**src/hdl/mrs_pkg.sv**
```systemverilog
// mrs_pkg: constants, reply word table and shared types for the reply spotter
// used by mrs_matcher and module_reply_spotter_core, no dependencies
package mrs_pkg;

    localparam int unsigned ReplyCount = 10;
    localparam int unsigned MaxLen     = 17;
    localparam int unsigned PosWidth   = 5;
    localparam int unsigned CodeWidth  = 4;
    localparam int unsigned ByteWidth  = 8;
    localparam int unsigned MaskWidth  = 10;
    localparam int unsigned AddrWidth  = 3;
    localparam int unsigned DataWidth  = 32;

    // reply codes
    localparam logic [CodeWidth-1:0] CodeOk         = 4'd0;
    localparam logic [CodeWidth-1:0] CodeErr        = 4'd1;
    localparam logic [CodeWidth-1:0] CodeWpsSuccess = 4'd2;
    localparam logic [CodeWidth-1:0] CodeAssociated = 4'd3;
    localparam logic [CodeWidth-1:0] CodeOpen       = 4'd4;
    localparam logic [CodeWidth-1:0] CodeClose      = 4'd5;
    localparam logic [CodeWidth-1:0] CodeCmd        = 4'd6;
    localparam logic [CodeWidth-1:0] CodeExit       = 4'd7;
    localparam logic [CodeWidth-1:0] CodeSaved      = 4'd8;
    localparam logic [CodeWidth-1:0] CodeWpsFailed  = 4'd9;

    // register addresses
    localparam logic [AddrWidth-1:0] AddrFilterMask = 3'd0;

    typedef struct packed {
        logic                 complete;
        logic [CodeWidth-1:0] code;
        logic                 evt;
        logic                 link_open;
        logic                 joined;
    } result_t;

    function automatic logic [PosWidth-1:0] reply_len(input logic [CodeWidth-1:0] code);
        logic [PosWidth-1:0] len;
        case (code)
            CodeOk:         len = 5'd2;
            CodeErr:        len = 5'd3;
            CodeWpsSuccess: len = 5'd12;
            CodeAssociated: len = 5'd11;
            CodeOpen:       len = 5'd6;
            CodeClose:      len = 5'd6;
            CodeCmd:        len = 5'd3;
            CodeExit:       len = 5'd4;
            CodeSaved:      len = 5'd17;
            CodeWpsFailed:  len = 5'd10;
            default:        len = 5'd0;
        endcase
        return len;
    endfunction

    // character at a position of a reply word, only meaningful below its length
    function automatic logic [ByteWidth-1:0] reply_char(input logic [CodeWidth-1:0] code,
                                                        input logic [PosWidth-1:0] pos);
        logic [MaxLen*ByteWidth-1:0] text;
        logic [PosWidth-1:0]         len;
        logic [PosWidth-1:0]         sh;
        len = reply_len(code);
        case (code)
            CodeOk:         text = (MaxLen*ByteWidth)'("OK");
            CodeErr:        text = (MaxLen*ByteWidth)'("ERR");
            CodeWpsSuccess: text = (MaxLen*ByteWidth)'("WPS-SUCCESS!");
            CodeAssociated: text = (MaxLen*ByteWidth)'("Associated!");
            CodeOpen:       text = (MaxLen*ByteWidth)'("*OPEN*");
            CodeClose:      text = (MaxLen*ByteWidth)'("*CLOS*");
            CodeCmd:        text = (MaxLen*ByteWidth)'("CMD");
            CodeExit:       text = (MaxLen*ByteWidth)'("EXIT");
            CodeSaved:      text = (MaxLen*ByteWidth)'("Storing in config");
            CodeWpsFailed:  text = (MaxLen*ByteWidth)'("WPS-FAILED");
            default:        text = '0;
        endcase
        if (pos < len)
        begin
            sh = len - 5'd1 - pos;
        end
        else
        begin
            sh = '0;
        end
        return text[sh*ByteWidth +: ByteWidth];
    endfunction

endpackage

```
**src/hdl/mrs_matcher.sv**
```systemverilog
// mrs_matcher: shared position counter, link flags and the parallel word compare
// depends on mrs_pkg
module mrs_matcher
(
    input  logic                           clk,
    input  logic                           rst_n,
    input  logic                           step,
    input  logic [mrs_pkg::ByteWidth-1:0]  rx_char,
    input  logic [mrs_pkg::MaskWidth-1:0]  filter_mask,
    output mrs_pkg::result_t               result
);

    logic [mrs_pkg::PosWidth-1:0]   pos_reg;
    logic [mrs_pkg::PosWidth-1:0]   pos_next;
    logic                           open_reg;
    logic                           open_next;
    logic                           assoc_reg;
    logic                           assoc_next;

    logic [mrs_pkg::ReplyCount-1:0] hit;
    logic                           accepted;
    logic [mrs_pkg::CodeWidth-1:0]  sel;
    logic [mrs_pkg::PosWidth-1:0]   pos_inc;
    logic                           done;
    logic                           evt;

    // all ten words compared at once
    always_comb
    begin
        for (int k = 0; k < mrs_pkg::ReplyCount; k++)
        begin
            hit[k] = (pos_reg < mrs_pkg::reply_len(mrs_pkg::CodeWidth'(k))) &&
                     (rx_char == mrs_pkg::reply_char(mrs_pkg::CodeWidth'(k), pos_reg));
        end
    end

    // first word in table order wins
    always_comb
    begin
        sel = '0;
        for (int k = mrs_pkg::ReplyCount - 1; k >= 0; k--)
        begin
            if (hit[k])
            begin
                sel = mrs_pkg::CodeWidth'(k);
            end
        end
    end

    assign accepted = |hit;
    assign pos_inc  = pos_reg + 5'd1;
    assign done     = accepted && (pos_inc == mrs_pkg::reply_len(sel));

    always_comb
    begin
        open_next  = open_reg;
        assoc_next = assoc_reg;
        evt        = 1'b0;
        if (done)
        begin
            case (sel)
                mrs_pkg::CodeOpen:
                begin
                    open_next = 1'b1;
                    evt       = 1'b1;
                end
                mrs_pkg::CodeClose:
                begin
                    open_next = 1'b0;
                    evt       = 1'b1;
                end
                mrs_pkg::CodeAssociated:
                begin
                    assoc_next = 1'b1;
                    evt        = 1'b1;
                end
                default:
                begin
                    evt = filter_mask[sel];
                end
            endcase
        end
        if (accepted && !done)
        begin
            pos_next = pos_inc;
        end
        else
        begin
            pos_next = '0;
        end
    end

    always_ff @(posedge clk or negedge rst_n)
    begin
        if (!rst_n)
        begin
            pos_reg   <= '0;
            open_reg  <= 1'b0;
            assoc_reg <= 1'b0;
        end
        else if (step)
        begin
            pos_reg   <= pos_next;
            open_reg  <= open_next;
            assoc_reg <= assoc_next;
        end
    end

    always_comb
    begin
        result.complete  = done;
        result.code      = done ? sel : mrs_pkg::CodeOk;
        result.evt       = evt;
        result.link_open = open_next;
        result.joined    = assoc_next;
    end

endmodule

```
**src/hdl/module_reply_spotter_core.sv**
```systemverilog
// module_reply_spotter_core: top level with byte register, result register and APB port
// depends on mrs_pkg and mrs_matcher
//
// Takes one received byte per word on the rx channel and gives one result word per byte
// on the reply channel. A byte is registered, matched against the ten reply words
// combinationally and the result is registered, so a new byte is taken every cycle while
// the reply channel does not stall; a result is offered once its byte has passed the byte
// register and the result register. The shared position counter and the open and associated
// flags advance as each byte moves into the result register. The filter mask lives at APB
// address 0; the user must write it only while idle, the block does not enforce this.
module module_reply_spotter_core
(
    input  logic                           clk,
    input  logic                           rst_n,

    input  logic                           psel,
    input  logic                           penable,
    input  logic                           pwrite,
    input  logic [mrs_pkg::AddrWidth-1:0]  paddr,
    input  logic [mrs_pkg::DataWidth-1:0]  pwdata,
    output logic [mrs_pkg::DataWidth-1:0]  prdata,
    output logic                           pready,

    input  logic                           rx_valid,
    output logic                           rx_stall,
    input  logic [mrs_pkg::ByteWidth-1:0]  rx_byte,

    output logic                           reply_valid,
    input  logic                           reply_stall,
    output logic                           reply_complete,
    output logic [mrs_pkg::CodeWidth-1:0]  reply_code,
    output logic                           event_raised,
    output logic                           link_open,
    output logic                           joined_network
);

    logic [mrs_pkg::MaskWidth-1:0]  mask_reg;
    logic                           byte_valid_reg;
    logic                           byte_valid_next;
    logic [mrs_pkg::ByteWidth-1:0]  byte_reg;
    logic                           reply_valid_reg;
    logic                           reply_valid_next;
    mrs_pkg::result_t               result_reg;
    mrs_pkg::result_t               result_next;
    logic                           advance;
    logic                           mask_sel;

    // config port
    assign pready   = 1'b1;
    assign mask_sel = (paddr[mrs_pkg::AddrWidth-1:2]
                       == mrs_pkg::AddrFilterMask[mrs_pkg::AddrWidth-1:2]);
    assign prdata   = mask_sel ? mrs_pkg::DataWidth'(mask_reg) : '0;

    always_ff @(posedge clk or negedge rst_n)
    begin
        if (!rst_n)
        begin
            mask_reg <= '0;
        end
        else if (psel && penable && pwrite && pready && mask_sel)
        begin
            mask_reg <= pwdata[mrs_pkg::MaskWidth-1:0];
        end
    end

    // byte register and result register handshake
    assign advance  = byte_valid_reg && (!reply_valid_reg || !reply_stall);
    assign rx_stall = byte_valid_reg && reply_valid_reg && reply_stall;

    always_comb
    begin
        byte_valid_next = rx_stall ? byte_valid_reg : rx_valid;
        if (advance)
        begin
            reply_valid_next = 1'b1;
        end
        else if (reply_stall)
        begin
            reply_valid_next = reply_valid_reg;
        end
        else
        begin
            reply_valid_next = 1'b0;
        end
    end

    always_ff @(posedge clk or negedge rst_n)
    begin
        if (!rst_n)
        begin
            byte_valid_reg  <= 1'b0;
            reply_valid_reg <= 1'b0;
        end
        else
        begin
            byte_valid_reg  <= byte_valid_next;
            reply_valid_reg <= reply_valid_next;
        end
    end

    always_ff @(posedge clk)
    begin
        if (rx_valid && !rx_stall)
        begin
            byte_reg <= rx_byte;
        end
        if (advance)
        begin
            result_reg <= result_next;
        end
    end

    mrs_matcher u_matcher
    (
        .clk         (clk),
        .rst_n       (rst_n),
        .step        (advance),
        .rx_char     (byte_reg),
        .filter_mask (mask_reg),
        .result      (result_next)
    );

    assign reply_valid    = reply_valid_reg;
    assign reply_complete = result_reg.complete;
    assign reply_code     = result_reg.code;
    assign event_raised   = result_reg.evt;
    assign link_open      = result_reg.link_open;
    assign joined_network = result_reg.joined;

endmodule
```
**config.mk**
```make
export PLATFORM = sky130hd
export DESIGN_NAME = module_reply_spotter_core
export DESIGN_NICKNAME = d
export VERILOG_FILES = /design/src/hdl/mrs_pkg.sv /design/src/hdl/mrs_matcher.sv /design/src/hdl/module_reply_spotter_core.sv
export SDC_FILE = /design/constraint.sdc
export NUM_CORES = 1
export LEC_CHECK = 0
export ABC_AREA = 1
export ABC_CLOCK_PERIOD_IN_PS = 5300
export BUFFER_PORTS_ARGS = -buffer_cell sky130_fd_sc_hd__clkbuf_2
export CORE_UTILIZATION = 45
export CTS_CLUSTER_DIAMETER = 120
export DETAILED_ROUTE_END_ITERATION = 8
export GPL_ROUTABILITY_DRIVEN = 0
export PLACE_DENSITY = 0.74
export SLEW_MARGIN = 25
export SYNTH_ARGS = -nofsm -noshare
export SYNTH_HDL_FRONTEND = slang
export SYNTH_SLANG_ARGS = --single-unit
```
**constraint.sdc**
```tcl
create_clock -name clk -period 5.3 [get_ports clk]
set_input_delay 1.06 -clock clk [delete_from_list [all_inputs] [get_ports clk]]
set_output_delay 1.06 -clock clk [all_outputs]
set_load 0.02 [all_outputs]
```
==> results.py <==
metrics = {
    "run_status": {
        "outcome": "completed",
    },
    "floorplanning": {
        "rows": 35,
        "die_w_um": 101.6,
        "chipHeight_um": 101.6,
        "start_util_pct": 47.39,
        "core_um2": 9415,
        "io_pins": 93,
        "die_area_um2": 10320,
    },
    "cells_and_area": {
        "layout_common_cells": "176 x nand2_1, 77 x nor2_1, 75 x nand3_1",
        "final_cells": 864,
        "largest_reg_flops": 10,
        "final_common_cell": "nand2_1",
        "diodes": 0,
        "areaGrowthSynthToFinish_pct": 7.628,
        "nNetsFinal": 818,
        "nFillCells": 948,
        "drive_gt1_share_pct": 17.14,
    },
    "min_path": {
        "whs_path_depth": 2,
        "whs_endpoint": "u_matcher.assoc_reg$_DFFE_PN0P_",
        "holdCritPathClass": "flip-flop to flip-flop",
        "min_from": "u_matcher.assoc_reg$_DFFE_PN0P_",
    },
    "global_route": {
        "grt-ovfl-total": 0,
        "antenna_found_initial": 0,
        "grt_use_total_pct": 23.24,
        "grt_pass1_wl_um": 19150,
        "grt_max_degree": 21,
        "grt_pass1_vias": 4209,
    },
    "sta": {
        "rsz0062_at_grt": "no",
        "setup_viol": 0,
        "min_period_ns": 4.760,
        "finalHoldViolations": 0,
        "fmax_mhz": 210.1,
        "worst-slew-pin-transition_ns": 0.7173,
        "fin_skew_ns": 0.008118,
        "relSlewSlack_pct": 52.04,
        "post-route-period-util_pct": 89.81,
        "final_max_slew_viol_count": 0,
        "finalSetupTns_ns": 0,
    },
    "synthesis": {
        "ys_top_cells_by_area": "nand2_1 15%, edfxtp_1 11%, dfrtp_1 11%",
        "avgSynthCellArea_um2": 6.429,
        "synthCells": 694,
        "synth_top_cell_area_share_pct": 14.81,
        "ys_types": 45,
        "synth_seq_cells": 35,
        "synth_area_um2": 4462,
        "ys_seq_area_share_pct": 21.42,
        "ys_warn_count": 0,
        "synth_top_cell_by_area": "nand2_1",
    },
    "route": {
        "dr.pass1.iters": 7,
        "drc": 0,
        "via_per_inst": 5.318,
        "wl_um": 11490,
        "vias": 4595,
        "dr.first_iter.drc_count": 295,
        "wire_per_inst_um": 13.30,
        "drtAntennaViolNets": 0,
    },
    "cts": {
        "insertion_delay_ns": 0.29,
        "cts_buffers": 5,
        "htreeDepth": 2,
        "cts_setup_buffers": 0,
        "cts-resized-gates": 0,
        "hold_buffers": 0,
        "cts.sinks": 35,
        "clockBufferDepth": 2,
        "clk_pin_slew_ns": 0.07,
        "root_buffer": "clkbuf_8",
        "cts_tree": "done",
    },
    "worst_setup_path": {
        "cp-start-kind": "flip-flop",
        "rr_worst_depth": 25,
        "crit_slowest_cell": "dfrtp_1",
        "arrival_ns": 4.81,
        "critPathMaxFanout": 10,
        "cpLargestDelayFamily": "simple AND/OR/NAND/NOR gates",
        "cpMostUsedCell": "nand2_1",
        "worst_path_largest_cell_delay_ns": 0.60,
        "cp_num_buf_inv": 4,
        "critPathKind": "flip-flop to flip-flop",
        "ff2ff_setup_slack_ns": 0.54,
        "rr_endpoint": "link_open$_DFFE_PP_",
        "worstPathRequired_ns": 5.35,
        "timing.rr.start": "u_matcher.pos_reg[2]$_DFFE_PN0P_",
        "crit_path_end_kind": "flip-flop",
    },
    "power": {
        "power-per-cell-area_nw_per_um2": 196.2,
        "ir_drop_mv": 0.1726,
        "p_leak_uw": 0.002577,
    },
    "place": {
        "hpwl_um": 9026,
        "dpl.cell_count": 856,
        "port_buffers": 45,
    },
    "run": {
        "maxCapViolCount": 0,
    },
}
==> metrics by stage <==
| stage | power, µW | setup WS (ns) | cell area (µm²) | utilization, % | hold WS [ns] |
|---|---|---|---|---|---|
| 6_report | 942.3 | 0.5402 | 4802 | 51.00 | 0.4638 |
| 5_1_grt | 1016 | 0.03868 | 4802 | 51.00 | 0.4892 |
| 4_1_cts | 943.7 | 0.6428 | 4802 | 51.00 | 0.4716 |
| 3_5_place_dp | 755.8 | 0.6576 | 4717 | 50.10 | 0.4547 |
| 3_3_place_gp | 740.1 | 0.7340 | 4717 | 50.10 | 0.4490 |
| 2_1_floorplan | 666.7 | 1.356 | 4541 | - | 0.4320 |
==> metal layers <==
metal | global-route usage (%) | routed length [µm] | up-vias
met5 | 0 | 0 | -
met4 | 11.71 | 445 | 0
met3 | 3.175 | 844 | 39
met2 | 37.63 | 5326 | 220
met1 | 30.27 | 4877 | 2063
li1 | - | - | 2273
==> power breakdown <==
part	internal [µW]	switching, µW	total (µW)
sequential	314	23.6	338
combinational	136	282	418
clock	91.7	94.7	186
==> area by class of cell <==
class | count | area, µm² | share of cell area [%]
clock buffers | 6 | 72.57 | 1.511
repair buffers | 51 | 270.3 | 5.628
inverters | 89 | 334.1 | 6.957
multi-input cells | 552 | 2995 | 62.38
flip-flops and latches | 35 | 955.9 | 19.91
well taps | 129 | 161.4 | 3.361
clock inverters | 2 | 12.51 | 0.2606
==> kinds of logic (layout without fill, tap and decap cells) <==
kind of cell	count (synthesis)	count (layout)	share of synthesized area [%]
simple gates	400	400	41.76
buf+inv	128	148	13.21
compound gates	72	72	9.394
flops	35	35	21.42
fa+ha+maj	34	34	9.535
xor+xnor	23	23	4.515
other cells	2	23	0.1683
==> how the worst max path moves through the flow <==
stage                                startpoint                   to  slack [ns]  depth (start not counted)
2_1_floorplan  u_matcher.pos_reg[1]$_DFFE_PN0P_  link_open$_DFFE_PP_        1.36                         34
3_3_place_gp   u_matcher.pos_reg[2]$_DFFE_PN0P_  link_open$_DFFE_PP_        0.73                         34
3_5_place_dp   u_matcher.pos_reg[2]$_DFFE_PN0P_  link_open$_DFFE_PP_        0.66                         34
4_1_cts        u_matcher.pos_reg[2]$_DFFE_PN0P_  link_open$_DFFE_PP_        0.64                         34
5_1_grt        u_matcher.pos_reg[2]$_DFFE_PN0P_  link_open$_DFFE_PP_        0.04                         34
6_report       u_matcher.pos_reg[2]$_DFFE_PN0P_  link_open$_DFFE_PP_        0.54                         25
==> Yosys cell counts, drive strengths merged <==
| master | n |
|---|---|
| a21oi | 28 |
| and2 | 2 |
| and3 | 1 |
| buf | 29 |
| clkbuf | 10 |
| clkinv | 4 |
| conb | 2 |
| dfrtp | 19 |
| edfxtp | 16 |
| ha | 34 |
| inv | 85 |
| nand2 | 191 |
| nand3 | 81 |
| nand3b | 1 |
| nand4 | 20 |
| nor2 | 92 |
| nor3 | 6 |
| nor3b | 1 |
| nor4 | 3 |
| o2111ai | 2 |
| o211ai | 4 |
| o21ai | 33 |
| o21bai | 1 |
| o221ai | 1 |
| o22ai | 1 |
| o31ai | 1 |
| o41ai | 1 |
| or2 | 2 |
| xnor2 | 1 |
| xor2 | 22 |
==> worst reg2reg max path, stage by stage (launching register included) <==
cell and delay, ns:
dfrtp_1 0.60, inv_1 0.23, ha_1 0.32, nand2_1 0.09, nand2_1 0.08, inv_2 0.10, nand2_1 0.09, nor2_1 0.32
ha_1 0.21, inv_1 0.03, nor2_1 0.10, nor2_2 0.07, nor2_4 0.15, nand2_1 0.07, nand2_1 0.08, nor3b_1 0.22
nand2_1 0.09, nor4_2 0.50, o21ai_2 0.22, inv_2 0.13, nand2_4 0.09, nand3_1 0.09, nand2_1 0.07, a21oi_2 0.25
nand4_1 0.15, and2_1 0.18
(Power assumes the default switching activity.)
